<file path="src/rtl/core/gda_pkg.sv">
// Package for the Gregorian date adder: item types, sequencer states,
// control/status structs and calendar helper functions. No dependencies.
package gda_pkg;

    localparam int unsigned NW = 22;   // day offset width
    localparam int unsigned YW = 15;   // internal year width (end_year wraps at 14 bits)

    localparam logic [NW-1:0] CycleDays   = 22'd146097;  // days in 400 years
    localparam logic [YW-1:0] CycleYears  = 15'd400;
    localparam logic [NW-1:0] CycleYearsN = 22'd400;
    localparam logic [YW-1:0] LastCycYear = 15'd399;
    localparam logic [3:0]    LastMonth   = 4'd12;

    typedef struct packed {
        logic [13:0] start_year;
        logic [3:0]  start_month;
        logic [4:0]  start_day;
        logic [20:0] day_count;
    } query_t;

    typedef struct packed {
        logic [13:0] end_year;
        logic [3:0]  end_month;
        logic [4:0]  end_day;
    } result_t;

    typedef enum logic [2:0] {
        ST_IDLE,
        ST_MOD,      // year mod 400
        ST_CLAMP,    // clamp day, add day offset
        ST_PREFIX,   // add lengths of months before start month
        ST_CYCLE,    // strip 400-year cycles
        ST_YEAR,     // strip single years
        ST_MONTH     // strip months, then emit
    } state_t;

    typedef struct packed {
        state_t phase;
        logic   load;
        logic   step;    // commit ALU result for this phase
        logic   finish;  // capture result item
    } ctrl_t;

    typedef struct packed {
        logic ge;    // ALU minuend >= subtrahend
        logic more;  // month index below its limit
    } status_t;

    // r is the year mod 400
    function automatic logic leap_of(input logic [YW-1:0] r);
        leap_of = (r[1:0] == 2'd0) && (r != 15'd100) && (r != 15'd200) && (r != 15'd300);
    endfunction

    function automatic logic [4:0] month_len(input logic leap, input logic [3:0] m);
        case (m)
            4'd2:                      month_len = leap ? 5'd29 : 5'd28;
            4'd4, 4'd6, 4'd9, 4'd11:   month_len = 5'd30;
            default:                   month_len = 5'd31;
        endcase
    endfunction

    function automatic logic [NW-1:0] year_len(input logic leap);
        year_len = leap ? 22'd366 : 22'd365;
    endfunction

endpackage

</file>
<file path="src/rtl/core/gda_alu.sv">
// Shared add/subtract unit of the date adder, with unsigned compare.
// Depends on gda_pkg.
module gda_alu (
    input  logic [gda_pkg::NW-1:0] a,
    input  logic [gda_pkg::NW-1:0] b,
    input  logic                   sub,
    output logic [gda_pkg::NW-1:0] sum,
    output logic                   ge
);

    logic [gda_pkg::NW:0] full;
    logic [gda_pkg::NW-1:0] b_op;

    assign b_op = sub ? ~b : b;
    assign full = {1'b0, a} + {1'b0, b_op} + {{gda_pkg::NW{1'b0}}, sub};
    assign sum  = full[gda_pkg::NW-1:0];
    assign ge   = full[gda_pkg::NW];   // no borrow on subtract

endmodule

</file>
<file path="src/rtl/core/gda_seq.sv">
// Sequencer of the date adder: steps through the reduction phases.
// Depends on gda_pkg.
module gda_seq (
    input  logic             clk,
    input  logic             rst_n,
    input  logic             start,
    input  gda_pkg::status_t status,
    output gda_pkg::ctrl_t   ctrl,
    output logic             busy
);

    gda_pkg::state_t state_reg, state_next;

    always_ff @(posedge clk or negedge rst_n)
    begin
        if (!rst_n)
        begin
            state_reg <= gda_pkg::ST_IDLE;
        end
        else
        begin
            state_reg <= state_next;
        end
    end

    always_comb
    begin
        state_next  = state_reg;
        ctrl.phase  = state_reg;
        ctrl.load   = 1'b0;
        ctrl.step   = 1'b0;
        ctrl.finish = 1'b0;
        case (state_reg)
            gda_pkg::ST_IDLE:
            begin
                if (start)
                begin
                    ctrl.load  = 1'b1;
                    state_next = gda_pkg::ST_MOD;
                end
            end
            gda_pkg::ST_MOD:
            begin
                if (status.ge) ctrl.step = 1'b1;
                else           state_next = gda_pkg::ST_CLAMP;
            end
            gda_pkg::ST_CLAMP:
            begin
                ctrl.step  = 1'b1;
                state_next = gda_pkg::ST_PREFIX;
            end
            gda_pkg::ST_PREFIX:
            begin
                if (status.more) ctrl.step = 1'b1;
                else             state_next = gda_pkg::ST_CYCLE;
            end
            gda_pkg::ST_CYCLE:
            begin
                if (status.ge) ctrl.step = 1'b1;
                else           state_next = gda_pkg::ST_YEAR;
            end
            gda_pkg::ST_YEAR:
            begin
                if (status.ge) ctrl.step = 1'b1;
                else           state_next = gda_pkg::ST_MONTH;
            end
            gda_pkg::ST_MONTH:
            begin
                if (status.more && status.ge)
                begin
                    ctrl.step = 1'b1;
                end
                else
                begin
                    ctrl.finish = 1'b1;
                    state_next  = gda_pkg::ST_IDLE;
                end
            end
            default:
            begin
                state_next = gda_pkg::ST_IDLE;
            end
        endcase
    end

    assign busy = (state_reg != gda_pkg::ST_IDLE);

endmodule

</file>
<file path="src/rtl/core/gregorian_date_add_days.sv">
// Top level of the Gregorian date adder: datapath registers and result
// register. Depends on gda_pkg, gda_alu and gda_seq.
//
// Adds day_count days to a Gregorian date. An item is taken when start is
// high and busy is low; the result shows on result for exactly one cycle
// with done high, and must be captured then, since the block cannot be
// held off. An item goes through these steps in order: year mod 400 by
// repeated subtraction of 400 from start_year, clamp of the start day,
// one addition per month before start_month, one subtraction per 400-year
// cycle in the count, one per remaining year (at most 400) and one per
// month of the final year. All of these steps share a single 22-bit
// add/subtract unit. busy drops in the cycle that done is high, so the
// next item may be given then. Out-of-range start fields are clamped
// (year 0 as 1, month to 1..12, day to 1..month length); end_year wraps
// modulo 16384.
module gregorian_date_add_days (
    input  logic             clk,
    input  logic             rst_n,
    input  logic             start,
    input  gda_pkg::query_t  query,
    output logic             busy,
    output logic             done,
    output gda_pkg::result_t result
);

    // working state
    logic [gda_pkg::YW-1:0] y_reg;      // running year
    logic [gda_pkg::YW-1:0] r_reg;      // year mod 400 (after the mod phase)
    logic [3:0]             m_reg;      // clamped start month
    logic [3:0]             i_reg;      // month index
    logic [4:0]             d_reg;      // raw start day
    logic [gda_pkg::NW-1:0] n_reg;      // day offset
    gda_pkg::result_t       res_reg;
    logic                   done_reg;

    gda_pkg::ctrl_t   ctrl;
    gda_pkg::status_t status;

    logic [gda_pkg::NW-1:0] alu_a, alu_b, alu_sum;
    logic                   alu_sub, alu_ge;
    logic                   leap;
    logic [4:0]             ml_start, ml_idx, d_clamp;
    logic [13:0]            y_in;
    logic [3:0]             m_in;

    gda_seq u_seq (
        .clk    (clk),
        .rst_n  (rst_n),
        .start  (start),
        .status (status),
        .ctrl   (ctrl),
        .busy   (busy)
    );

    gda_alu u_alu (
        .a   (alu_a),
        .b   (alu_b),
        .sub (alu_sub),
        .sum (alu_sum),
        .ge  (alu_ge)
    );

    // leap flag is meaningful once r_reg < 400
    assign leap     = gda_pkg::leap_of(r_reg);
    assign ml_start = gda_pkg::month_len(leap, m_reg);
    assign ml_idx   = gda_pkg::month_len(leap, i_reg);

    always_comb
    begin
        if (d_reg == 5'd0)         d_clamp = 5'd1;
        else if (d_reg > ml_start) d_clamp = ml_start;
        else                       d_clamp = d_reg;
    end

    // input clamping
    assign y_in = (query.start_year == 14'd0) ? 14'd1 : query.start_year;
    always_comb
    begin
        if (query.start_month == 4'd0)                     m_in = 4'd1;
        else if (query.start_month > gda_pkg::LastMonth)   m_in = gda_pkg::LastMonth;
        else                                               m_in = query.start_month;
    end

    // operand select for the shared unit
    always_comb
    begin
        alu_a   = n_reg;
        alu_b   = '0;
        alu_sub = 1'b1;
        case (ctrl.phase)
            gda_pkg::ST_MOD:
            begin
                alu_a = {{(gda_pkg::NW-gda_pkg::YW){1'b0}}, r_reg};
                alu_b = gda_pkg::CycleYearsN;
            end
            gda_pkg::ST_CLAMP:
            begin
                alu_b   = {{(gda_pkg::NW-5){1'b0}}, d_clamp - 5'd1};
                alu_sub = 1'b0;
            end
            gda_pkg::ST_PREFIX:
            begin
                alu_b   = {{(gda_pkg::NW-5){1'b0}}, ml_idx};
                alu_sub = 1'b0;
            end
            gda_pkg::ST_CYCLE: alu_b = gda_pkg::CycleDays;
            gda_pkg::ST_YEAR:  alu_b = gda_pkg::year_len(leap);
            gda_pkg::ST_MONTH: alu_b = {{(gda_pkg::NW-5){1'b0}}, ml_idx};
            default:           alu_b = '0;
        endcase
    end

    assign status.ge   = alu_ge;
    assign status.more = (ctrl.phase == gda_pkg::ST_PREFIX) ? (i_reg < m_reg)
                                                            : (i_reg < gda_pkg::LastMonth);

    // datapath registers
    always_ff @(posedge clk)
    begin
        if (ctrl.load)
        begin
            y_reg <= {1'b0, y_in};
            r_reg <= {1'b0, y_in};
            m_reg <= m_in;
            i_reg <= 4'd1;
            d_reg <= query.start_day;
            n_reg <= {1'b0, query.day_count};
        end
        else if (ctrl.step)
        begin
            case (ctrl.phase)
                gda_pkg::ST_MOD:
                begin
                    r_reg <= alu_sum[gda_pkg::YW-1:0];
                end
                gda_pkg::ST_CLAMP:
                begin
                    n_reg <= alu_sum;
                end
                gda_pkg::ST_PREFIX:
                begin
                    n_reg <= alu_sum;
                    i_reg <= i_reg + 4'd1;
                end
                gda_pkg::ST_CYCLE:
                begin
                    n_reg <= alu_sum;
                    y_reg <= y_reg + gda_pkg::CycleYears;
                end
                gda_pkg::ST_YEAR:
                begin
                    n_reg <= alu_sum;
                    y_reg <= y_reg + 15'd1;
                    r_reg <= (r_reg == gda_pkg::LastCycYear) ? '0 : r_reg + 15'd1;
                end
                gda_pkg::ST_MONTH:
                begin
                    n_reg <= alu_sum;
                    i_reg <= i_reg + 4'd1;
                end
                default:
                begin
                    n_reg <= n_reg;
                end
            endcase
        end
        else if (ctrl.phase == gda_pkg::ST_YEAR)
        begin
            // year found: restart month index for the final walk
            i_reg <= 4'd1;
        end

        if (ctrl.finish)
        begin
            res_reg.end_year  <= y_reg[13:0];
            res_reg.end_month <= i_reg;
            res_reg.end_day   <= n_reg[4:0] + 5'd1;
        end
    end

    // result strobe
    always_ff @(posedge clk or negedge rst_n)
    begin
        if (!rst_n)
        begin
            done_reg <= 1'b0;
        end
        else
        begin
            done_reg <= ctrl.finish;
        end
    end

    assign done   = done_reg;
    assign result = res_reg;

endmodule

</file>
<file path="config.mk">
export PLATFORM = sky130hd
export DESIGN_NAME = gregorian_date_add_days
export DESIGN_NICKNAME = d
export VERILOG_FILES = /design/src/rtl/core/gda_pkg.sv /design/src/rtl/core/gda_alu.sv /design/src/rtl/core/gda_seq.sv /design/src/rtl/core/gregorian_date_add_days.sv
export SDC_FILE = /design/constraint.sdc
export NUM_CORES = 1
export LEC_CHECK = 0
export BUFFER_PORTS_ARGS = -buffer_cell sky130_fd_sc_hd__buf_2
export CAP_MARGIN = 10
export CELL_PAD_IN_SITES_DETAIL_PLACEMENT = 0
export CELL_PAD_IN_SITES_GLOBAL_PLACEMENT = 1
export CORE_ASPECT_RATIO = 1.75
export CORE_UTILIZATION = 47
export CTS_CLUSTER_DIAMETER = 150
export CTS_CLUSTER_SIZE = 28
export DETAILED_ROUTE_END_ITERATION = 10
export PLACE_DENSITY = 0.81
export SKIP_CTS_REPAIR_TIMING = 1
export SLEW_MARGIN = 20
export SYNTH_ARGS = -nofsm -noshare
export SYNTH_HDL_FRONTEND = slang
export SYNTH_HIERARCHICAL = 1
export SYNTH_SLANG_ARGS = --single-unit
</file>
<file path="constraint.sdc">
create_clock -name clk -period 7.71 [get_ports clk]
set_input_delay 1.542 -clock clk [delete_from_list [all_inputs] [get_ports clk]]
set_output_delay 1.542 -clock clk [all_outputs]
set_load 0.01 [all_outputs]
</file>
Word-level counts from Yosys, hierarchy flattened
Cells that the tools add are included.
{"block": "totals", "ram_bits": 0, "out_inout_bits": 25, "rom_bits": 0, "regBits": 92, "memories": 0, "latch_bits": 0, "word_cells": 128, "inputBits": 47}
{"block": "op_classes", "n_eq_ne": 27, "bitwise": 1, "n_mul": 0, "mux": 41, "add_sub_neg": 8, "reduce_logical": 32, "n_shift": 0, "div_mod_pow": 0, "magnitude_cmp": 4}
{"operator": "$pmux W18 S5", "count": 1}
{"operator": "$mux W14", "count": 5}
{"operator": "$mux W21", "count": 3}
{"operator": "$pmux W15 S2", "count": 2}
{"operator": "$mux W22", "count": 2}
{"operator": "$add A15 B1 Y15 const B", "count": 2}
{"operator": "$add A22 B22 Y23", "count": 1}
{"operator": "$add A23 B1 Y23", "count": 1}
{"operator": "$not A18 Y22", "count": 1}
{"operator": "$pmux W3 S7", "count": 1}
{"operator": "$mux W3", "count": 6}
{"operator": "$eq A4 B3 Y1 const B", "count": 4}
{"operator": "$eq A4 B4 Y1 const B", "count": 4}
{"operator": "$mux W4", "count": 4}
{"operator": "$add A15 B9 Y15 const B", "count": 1}
{"operator": "$eq A15 B9 Y1 const B", "count": 1}
{"operator": "$mux W15", "count": 1}
{"operator": "$ne A15 B7 Y1 const B", "count": 1}
{"operator": "$ne A15 B8 Y1 const B", "count": 1}
{"operator": "$ne A15 B9 Y1 const B", "count": 1}
{"operator": "$logic_not A14 Y1", "count": 1}
{"operator": "$ne A2 B2 Y1 const B", "count": 7}
{"operator": "$reduce_and A2 Y1", "count": 7}
{"operator": "$mux W1", "count": 10}
{"operator": "27 further kinds", "count": 45}

Depth between registers and ports, before layout
Gate-level depths: netlist of the first run.
{"block": "depth", "depth_word": 20, "depth_mapped": 30, "ltp_nobuf": 30}

Modules after synthesis
The synthesis of the first run kept the hierarchy.
{"module": "gregorian_date_add_days", "area_each_um2": 5081.1, "seq_area_each_um2": 2577.5, "cells_per_inst": 461, "n_inst": 1}
{"module": "gda_alu", "area_each_um2": 1467.7, "seq_area_each_um2": 0.0, "cells_per_inst": 196, "n_inst": 1}
{"module": "gda_seq", "area_each_um2": 240.2, "seq_area_each_um2": 75.1, "cells_per_inst": 27, "n_inst": 1}

Least setup slack after synthesis of the first run
No wires, ideal clock.
{"block": "synth_timing", "path_kind": "register -> register", "start": "register r_reg[10] in the netlist's numbering", "end": "register res_reg (netlist bit result[0]) (enable)", "stages_incl_launch_ff": 23, "required_ns": 7.269, "setup_slack_ns": 0.698, "t_arrival_ns": 6.571, "n_path_buf": 0, "period_less_slack_ns": 7.012, "setup_time_ns": 0.441, "cell_sequence": "edfxtp_1 -> or4_4 -> o41ai_2 -> a21oi_2 -> nor2b_2 -> nor2_1 -> ha_1 -> nor2b_1 -> o211ai_4 -> a21oi_1 -> o31a_1 -> ha_1 -> mux2_2 -> o22ai_1 -> xor2_1 -> fa_1 -> a21oi_2 -> o211ai_2 -> a41oi_2 -> o22ai_1 -> o211ai_1 -> nand3_1 -> a211oi_1"}
{"item": "start: declaration", "line": "gregorian_date_add_days.sv:28", "text": "logic [gda_pkg::YW-1:0] r_reg;"}
{"item": "start signal: assignment", "line": "gregorian_date_add_days.sv:123", "text": "r_reg <= {1'b0, y_in};"}
{"item": "start signal: assignment", "line": "gregorian_date_add_days.sv:134", "text": "r_reg <= alu_sum[gda_pkg::YW-1:0];"}
{"item": "start signal: assignment", "line": "gregorian_date_add_days.sv:154", "text": "r_reg <= (r_reg == gda_pkg::LastCycYear) ? '0 : r_reg + 15'd1;"}
{"item": "end: declaration", "line": "gregorian_date_add_days.sv:33", "text": "gda_pkg::result_t res_reg;"}

==> flow_summary.yaml, run 1 <==
finish:
  utilization_pct: 54.20
  largest_reg_flops: 23
  fillCellCount: 1313
  areaGrowthSynthToFinish_pct: 11.59
  n_antenna_cell: 0
  nNetsFinal: 831
  layout-drive-gt1-share_pct: 21.23
floorplanning:
  die_area_sq_um: 14950
  die_x_um: 92.85
  initial_utilization_pct: 48.57
  die_h_um: 161.0
  row_count: 57
  fp.coreArea_sq_um: 13980
  ios: 72
timing:
  fin_setup_tns_ns: 0
  finalSetupViolations: 0
  max_freq_ghz: 0.1500
  max_slew_margin_pct: 43.71
  rsz0062_at_grt: "no"
  worst_pin_slew_ns: 0.8443
  finalHoldViolCount: 0
  period_share_pct: 86.49
  finalClockSkew_ns: 0.006673
  drv_slew: 0
  post-route-min-period_ns: 6.668
grt:
  gr-usage-all-layers_pct: 22.69
  antenna_found_initial: 0
  grt_pass1_wl_um: 26520
  grt-ovfl-total: 0
  grt_max_degree: 73
  grt_pass1_vias: 5446
worst_setup_path:
  worstPathArrival_ns: 6.72
  r2r_end: "n_reg[2]"
  critPathMaxFanout: 15
  crit_required_ns: 7.76
  crit_type: "reg2reg"
  critPathMaxStageDelay_ns: 0.56
  rrSetupSlack_ns: 1.04
  r2r_cells: 28
  startpoint_type: "flip-flop"
  crit_path_end_kind: "flip-flop"
  crit_slowest_cell: "or4_4"
  crit-reg2reg-launch: "r_reg[4]"
  startpoint: "r_reg[4]"
  crit_end: "n_reg[2]"
clock_tree:
  cts_buffer_depth: 2
  cts_tree: "done"
  clock_latency_ns: 0.34
  clock-root-buffer: "clkbuf_16"
  htreeDepth: 3
  cts_num_sinks: 91
  clk_transition_reported_paths_ns: 0.06
  tritoncts.num_buffers: 9
route:
  vias: 5378
  wl_per_cell_um: 17.60
  drt_wl_total_um: 16300
  via_per_inst: 5.808
  drt.antenna.violating_nets: 0
  route.detailed.drc: 0
  dr.pass1.iters: 5
  drtIter0Drc: 177
yosys:
  yosys.area.top_type: "edfxtp_1"
  yosysWarnings: 6
  synth_seq_area_share_pct: 39.07
  yosys.area.top_type_share_pct: 35.83
  netlist_top_cells_count: "84 x nand2_1, 81 x edfxtp_1, 41 x xor2_1"
  synth_edf_count: 81
  yosys-mux-area-fraction_pct: 7.169
  synthMostInstantiatedCell: "nand2_1"
  synth_area_leaders: "edfxtp_1 36%, ha_1 7.0%, mux2_2 5.5%"
  synthArstFlopShare_pct: 4.396
  synth_top_family_by_area: "simple AND/OR/NAND/NOR gates"
  synth-compound-area-share_pct: 16.38
  synth_xor_xnor_area_share_pct: 8.902
  postSynthAreaPerCell_sq_um: 9.925
  synth-adder-area-share_pct: 7.298
  ys_ff_latch: 91
  synthSimpleGateAreaFrac_pct: 16.75
  syn-instance-count: 684
  netlist_area_sq_um: 6789
  synth_ff_type: "edfxtp_1"
  synth_cell_types: 86
run_status:
  outcome: "finished, final reports clean"
placement:
  io_buffer_count: 71
  place_congestion: 0.9098
  dp_hpwl_um: 12390
job:
  maxCapViolations: 0
min_path:
  worstHoldPathType: "reg2reg"
## layout by cell type (no fill, tap or decap), types with 6 or more instances in the layout
cell / n
a21o_1: 13
a21oi_1: 38
and3_1: 10
buf_2: 71
buf_4: 7
clkbuf_16: 9
conb_1: 8
dfxtp_1: 6
edfxtp_1: 81
ha_1: 38
inv_1: 26
mux2_2: 33
mux2i_1: 10
nand2_1: 84
nand3_1: 18
nor2_1: 35
nor2b_1: 11
nor3_1: 10
o21ai_0: 26
o221ai_1: 6
xnor2_1: 28
xor2_1: 41
## routing by layer
metal  wire length (um)  track usage (%)
met5                  0                0
met4                632            11.47
met3                476            2.872
met2               8962            42.65
met1               6227            24.20
## layout make-up
type,count,area (sq um),area share (%)
Multi-Input combinational cell,537,3890,51.35
Sequential cell,91,2653,35.01
Timing Repair Buffer,79,427.9,5.648
Clock buffer,10,229.0,3.022
Tap cell,177,221.5,2.923
Inverter,27,101.3,1.338
Clock inverter,5,53.80,0.7102
## cell families (layout without fill, tap and decap cells)
kind of cell | Yosys count | after routing
AOI/OAI and AO/OA | 156 | 156
xor gates and xnor gates | 69 | 69
and+or+nand+nor | 221 | 221
adders and majority gates | 39 | 39
DFF | 91 | 91
other | 1 | 8
buffers and inverters | 63 | 121
muxes | 44 | 44
## how the worst min path moves through the flow
| stage | from | endpoint | slack [ns] | cells after the start |
|---|---|---|---|---|
| after detailed placement | y_reg[13] | result[22] | 0.47 | 0 |
| after global routing | y_reg[13] | result[22] | 0.50 | 0 |
| after CTS | y_reg[13] | result[22] | 0.49 | 0 |
| after global placement | y_reg[13] | result[22] | 0.47 | 0 |
| final | y_reg[12] | result[21] | 0.49 | 0 |
| after floorplan | y_reg[13] | result[22] | 0.45 | 0 |
## critical path, delay by kind of cell, from the launching register on
family	cells	cell delay (ns)
DFF	1	0.54
buffers and inverters	2	0.45
adders and majority gates	3	0.73
xor gates and xnor gates	2	0.23
AOI/OAI and AO/OA	13	2.88
and+or+nand+nor	8	1.50
## through the flow
step | instances | hold WS, ns | area [sq um] | setup slack, ns
after floorplan | 691 | 0.4489 | 6815 | 0.6984
after global placement | 911 | 0.4667 | 7293 | 1.243
after detailed placement | 911 | 0.4749 | 7293 | 1.050
after CTS | 926 | 0.4910 | 7576 | 1.021
after global routing | 926 | 0.5006 | 7576 | 0.4882
final | 926 | 0.4854 | 7576 | 1.042
Power of run 1 is left out: the tool's default activity adds up to more than one toggle a clock period on the data nets, which glitch-free logic cannot reach.
==> inputs of run 2 (changes only) <==
--- a/config.mk
+++ b/config.mk
@@ -10,11 +10,12 @@
 export CELL_PAD_IN_SITES_DETAIL_PLACEMENT = 0
 export CELL_PAD_IN_SITES_GLOBAL_PLACEMENT = 1
 export CORE_ASPECT_RATIO = 1.75
-export CORE_UTILIZATION = 47
+export CORE_UTILIZATION = 48
+export CTS_BUF_LIST = sky130_fd_sc_hd__clkbuf_4 sky130_fd_sc_hd__clkbuf_8
 export CTS_CLUSTER_DIAMETER = 150
 export CTS_CLUSTER_SIZE = 28
 export DETAILED_ROUTE_END_ITERATION = 10
-export PLACE_DENSITY = 0.81
+export PLACE_DENSITY = 0.83
 export SKIP_CTS_REPAIR_TIMING = 1
 export SLEW_MARGIN = 20
 export SYNTH_ARGS = -nofsm -noshare
==> run 2 against run 1 <==
  * Fmax down 0.22%
  * Clock skew up 0.0090 ns
  * Count of clock-buffer cells in the layout down 1
  * Routed wire length up 2.3%
  * Flip-flop and latch count unchanged
  * Die area down 2.0%
  * First-iteration DRC count up 37%
  * Global-route usage up 1.3 points
==> flow_summary.yaml, run 2 (synthesized netlist as in run 1, its figures left out) <==
grt:
  grt_max_degree: 73
  gr-usage-all-layers_pct: 24.02
  grt_pass1_wl_um: 27630
  antenna_found_initial: 0
  grt_pass1_vias: 5532
  grt-ovfl-total: 0
floorplanning:
  row_count: 57
  ios: 72
  initial_utilization_pct: 49.07
  fp.coreArea_sq_um: 13840
  die_area_sq_um: 14640
  die_x_um: 91.90
  die_h_um: 159.3
timing:
  worst_pin_slew_ns: 0.8179
  finalSetupViolations: 0
  finalHoldViolCount: 0
  max_freq_ghz: 0.1496
  drv_slew: 0
  finalClockSkew_ns: 0.01567
  period_share_pct: 86.68
  max_slew_margin_pct: 45.47
  fin_setup_tns_ns: 0
  post-route-min-period_ns: 6.683
  rsz0062_at_grt: "no"
worst_setup_path:
  worstPathArrival_ns: 6.77
  crit_path_end_kind: "flip-flop"
  crit_required_ns: 7.80
  critPathMaxStageDelay_ns: 0.58
  startpoint_type: "flip-flop"
  critPathMaxFanout: 15
  r2r_cells: 28
  crit_type: "reg2reg"
  crit_slowest_cell: "or4_4"
clock_tree:
  cts_num_sinks: 91
  clock_latency_ns: 0.38
  htreeDepth: 3
  clock-root-buffer: "clkbuf_8"
  cts_buffer_depth: 2
  cts_tree: "done"
  tritoncts.num_buffers: 9
  clk_transition_reported_paths_ns: 0.11
min_path:
  worstHoldPathType: "reg2reg"
  hold_depth: 0
placement:
  dp_hpwl_um: 12610
  io_buffer_count: 71
  place_congestion: 0.9161
route:
  route.detailed.drc: 0
  drt_wl_total_um: 16680
  wl_per_cell_um: 18.00
  dr.pass1.iters: 5
  drt.antenna.violating_nets: 0
  drtIter0Drc: 243
  vias: 5396
  via_per_inst: 5.821
finish:
  layout-drive-gt1-share_pct: 21.73
  n_antenna_cell: 0
  areaGrowthSynthToFinish_pct: 10.63
  largest_reg_flops: 23
  layout_commonest_cell: "nand2_1"
  nNetsFinal: 831
  final_cell_mix: "84 x nand2_1, 81 x edfxtp_1, 71 x buf_2"
run_status:
  outcome: "finished, final reports clean"
job:
  maxCapViolations: 0
==> run 2: changes by cell type in the layout (fill, tap and decap cells not counted), sizes merged <==
cell,previous run,this run
clkbuf,10,9
inv,27,29
==> run 2: final timing paths <==
check                           startpoint                  to  slack (ns)
min in group asynchronous            rst_n  u_seq/state_reg[2]        0.95
worst max register to register   r_reg[10]            n_reg[7]        1.03
worst min-delay path             y_reg[12]          result[21]        0.50
worst max-delay path             r_reg[10]            n_reg[7]        1.03
worst min register to register   y_reg[12]          result[21]        0.50
max in group asynchronous            rst_n  u_seq/state_reg[1]        6.64
==> run 2: area by class of cell <==
class	count	area, sq um
Inverter	27	101.3
Clock inverter	7	93.84
Fill cell	1258	6325
Sequential cell	91	2653
Multi-Input combinational cell	537	3890
Tap cell	177	221.5
Clock buffer	9	123.9
Timing Repair Buffer	79	427.9
==> run 2: worst max-delay path, delay by kind of cell, from the launching register on <==
kind                     cells  cell delay (ns)
XOR/XNOR                     2             0.27
buffers and inverters        2             0.47
AND/OR/NAND/NOR              8             1.52
adder cells (fa/ha/maj)      3             0.72
AO/OA/AOI/OAI               13             2.93
flip-flops                   1             0.47
==> run 2: through the flow <==
stage                     cell area (sq um)  utilization (%)  hold slack (ns)  std cells  setup WS, ns
after floorplan                        6815                -           0.4489        691        0.6984
after global placement                 7293            52.71           0.4586        911         1.245
after detailed placement               7293            52.71           0.4709        911         1.032
after CTS                              7511            54.29           0.4970        927        0.9914
after global routing                   7511            54.29           0.5127        927        0.4807
final                                  7511            54.29           0.4965        927         1.027
==> run 2: per-layer routing <==
| metal | share of wire, % | GRT usage, % | up-vias |
|---|---|---|---|
| met5 | 0 | 0 | - |
| met4 | 2.6 | 9.446 | 0 |
| met3 | 3.8 | 2.388 | 29 |
| met2 | 56 | 45.90 | 156 |
| met1 | 38 | 26.57 | 2586 |
| li1 | - | - | 2625 |
Power of run 2 is left out for the same reason.
==> inputs of run 3 (changes only) <==
--- a/config.mk
+++ b/config.mk
@@ -10,12 +10,12 @@
 export CELL_PAD_IN_SITES_DETAIL_PLACEMENT = 0
 export CELL_PAD_IN_SITES_GLOBAL_PLACEMENT = 1
 export CORE_ASPECT_RATIO = 1.75
-export CORE_UTILIZATION = 48
+export CORE_UTILIZATION = 50
 export CTS_BUF_LIST = sky130_fd_sc_hd__clkbuf_4 sky130_fd_sc_hd__clkbuf_8
 export CTS_CLUSTER_DIAMETER = 150
 export CTS_CLUSTER_SIZE = 28
 export DETAILED_ROUTE_END_ITERATION = 10
-export PLACE_DENSITY = 0.83
+export PLACE_DENSITY = 0.86
 export SKIP_CTS_REPAIR_TIMING = 1
 export SLEW_MARGIN = 20
 export SYNTH_ARGS = -nofsm -noshare
==> constraint.sdc (replaced) <==
create_clock -name clk -period 7.8 [get_ports clk]
set_input_delay 1.56 -clock clk [delete_from_list [all_inputs] [get_ports clk]]
set_output_delay 1.56 -clock clk [all_outputs]
set_load 0.01 [all_outputs]
==> run 3 against run 2 <==
  * Routed wire length down 3.5%
  * Final cell count down 0.43%
  * Non-clock buffer count down 1
  * Critical path depth down 2
  * Fmax down 2.5%
  * Sequential share of layout area about the same
  * Setup slack worse by 0.080 ns
  * Clock skew down 0.00067 ns
  * Worst hold slack worse by 0.0013 ns
  * First-iteration DRC count up 1.2%
  * Register-to-register slack worse by 0.08 ns
  * Core utilization up 2.1 points
==> flow_summary.yaml, run 3 (synthesized netlist as in run 1, its figures left out) <==
worst_setup_path:
  crit_required_ns: 7.89
  crit_path_end_kind: "flip-flop"
  crit_type: "reg2reg"
  worstPathArrival_ns: 6.94
  startpoint_type: "flip-flop"
  critPathMaxFanout: 15
placement:
  dpl_cell_area_sq_um: 7282
  io_buffer_count: 71
  place_congestion: 0.8622
  dp_hpwl_um: 12510
floorplanning:
  die_area_sq_um: 14070
  fp.coreArea_sq_um: 13310
  die_x_um: 90.09
  ios: 72
  initial_utilization_pct: 51.00
  row_count: 56
  die_h_um: 156.1
timing:
  holdWs_ns: 0.4951
  finalClockSkew_ns: 0.01500
  max_freq_ghz: 0.1459
  post-route-min-period_ns: 6.853
  rsz0062_at_grt: "no"
  max_slew_margin_pct: 45.86
  period_share_pct: 87.86
  worst_pin_slew_ns: 0.8121
  finalHoldViolCount: 0
  fin_setup_tns_ns: 0
  drv_slew: 0
  finalSetupViolations: 0
grt:
  met2_usage_pct: 47.40
  gr-usage-all-layers_pct: 23.80
  grt-busiest-layer: "met2"
  grt_max_degree: 73
  grtUsageMet1_pct: 24.32
  grtUsageMet3_pct: 2.729
  grt_pass1_vias: 5335
  grt-ovfl-total: 0
  antenna_found_initial: 0
  grt_pass1_wl_um: 26090
finish:
  largest_reg_flops: 23
  layout_commonest_cell: "nand2_1"
  fin_area_sq_um: 7506
  n_antenna_cell: 0
  layout-drive-gt1-share_pct: 21.76
  areaGrowthSynthToFinish_pct: 10.56
  final_cell_mix: "84 x nand2_1, 81 x edfxtp_1, 71 x buf_2"
  nNetsFinal: 830
clock_tree:
  clock-root-buffer: "clkbuf_8"
  cts_buffer_depth: 2
  clock_latency_ns: 0.38
  cts_num_sinks: 91
  clk_transition_reported_paths_ns: 0.10
  htreeDepth: 3
  cts_tree: "done"
  tritoncts.num_buffers: 9
route:
  drt.antenna.violating_nets: 0
  drt_wl_total_um: 16100
  wl_per_cell_um: 17.44
  route.detailed.drc: 0
  drtIter0Drc: 246
  dr.pass1.iters: 8
  via_per_inst: 5.802
  vias: 5355
run_status:
  outcome: "finished, final reports clean"
min_path:
  worstHoldPathType: "reg2reg"
job:
  maxCapViolations: 0
run 3: through the flow:
step | utilization, % | setup WS, ns | std cells
floorplan | - | 0.7884 | 691
global placement | 54.70 | 0.9833 | 907
detailed placement | 54.70 | 0.7210 | 907
CTS | 56.33 | 0.7136 | 923
global route | 56.38 | 0.4483 | 923
finish | 56.38 | 0.9469 | 923
run 3: final cells by class:
cell class / count / area [sq um]
Clock inverter: 7 / 93.84
Inverter: 27 / 101.3
Multi-Input combinational cell: 537 / 3896
Clock buffer: 9 / 123.9
Sequential cell: 91 / 2653
Timing Repair Buffer: 78 / 420.4
Tap cell: 174 / 217.7
Fill cell: 1205 / 5807
run 3: layer usage:
metal / share of wire [%] / up-vias
li1: - / 2620
met1: 37 / 2559
met2: 56 / 143
met3: 3.1 / 33
met4: 3.3 / 0
met5: 0 / -
run 3: final timing paths:
| kind | startpoint | end | slack, ns | depth (start not counted) |
|---|---|---|---|---|
| max in group asynchronous | rst_n | done | 6.71 | 1 |
| worst min-delay path | y_reg[13] | result[22] | 0.50 | 0 |
| min in group asynchronous | rst_n | u_seq/state_reg[0] | 0.96 | 1 |
| worst max-delay path | r_reg[4] | n_reg[3] | 0.95 | 26 |
| worst max register to register | r_reg[4] | n_reg[3] | 0.95 | 26 |
| worst min register to register | y_reg[13] | result[22] | 0.50 | 0 |
run 3: critical path: stages, from the launching register on:
cell and delay (ns):
edfxtp_1 0.56, or4_4 0.58, o41ai_2 0.35, a21oi_2 0.13
nor2b_2 0.16, nor2_1 0.06, ha_1 0.20, nor2b_1 0.19
o211ai_4 0.12, a21oi_1 0.29, o31a_1 0.19, ha_1 0.17
xor2_1 0.17, o21ai_0 0.09, a211oi_1 0.31, xor2_1 0.10
ha_1 0.39, a21oi_2 0.10, o211ai_2 0.21, a41oi_2 0.17
o22ai_1 0.25, o211ai_1 0.12, nand3_1 0.27, o2bb2ai_2 0.38
o21ai_0 0.30, o21ai_2 0.48, buf_12 0.23
Power of run 3 is left out for the same reason.
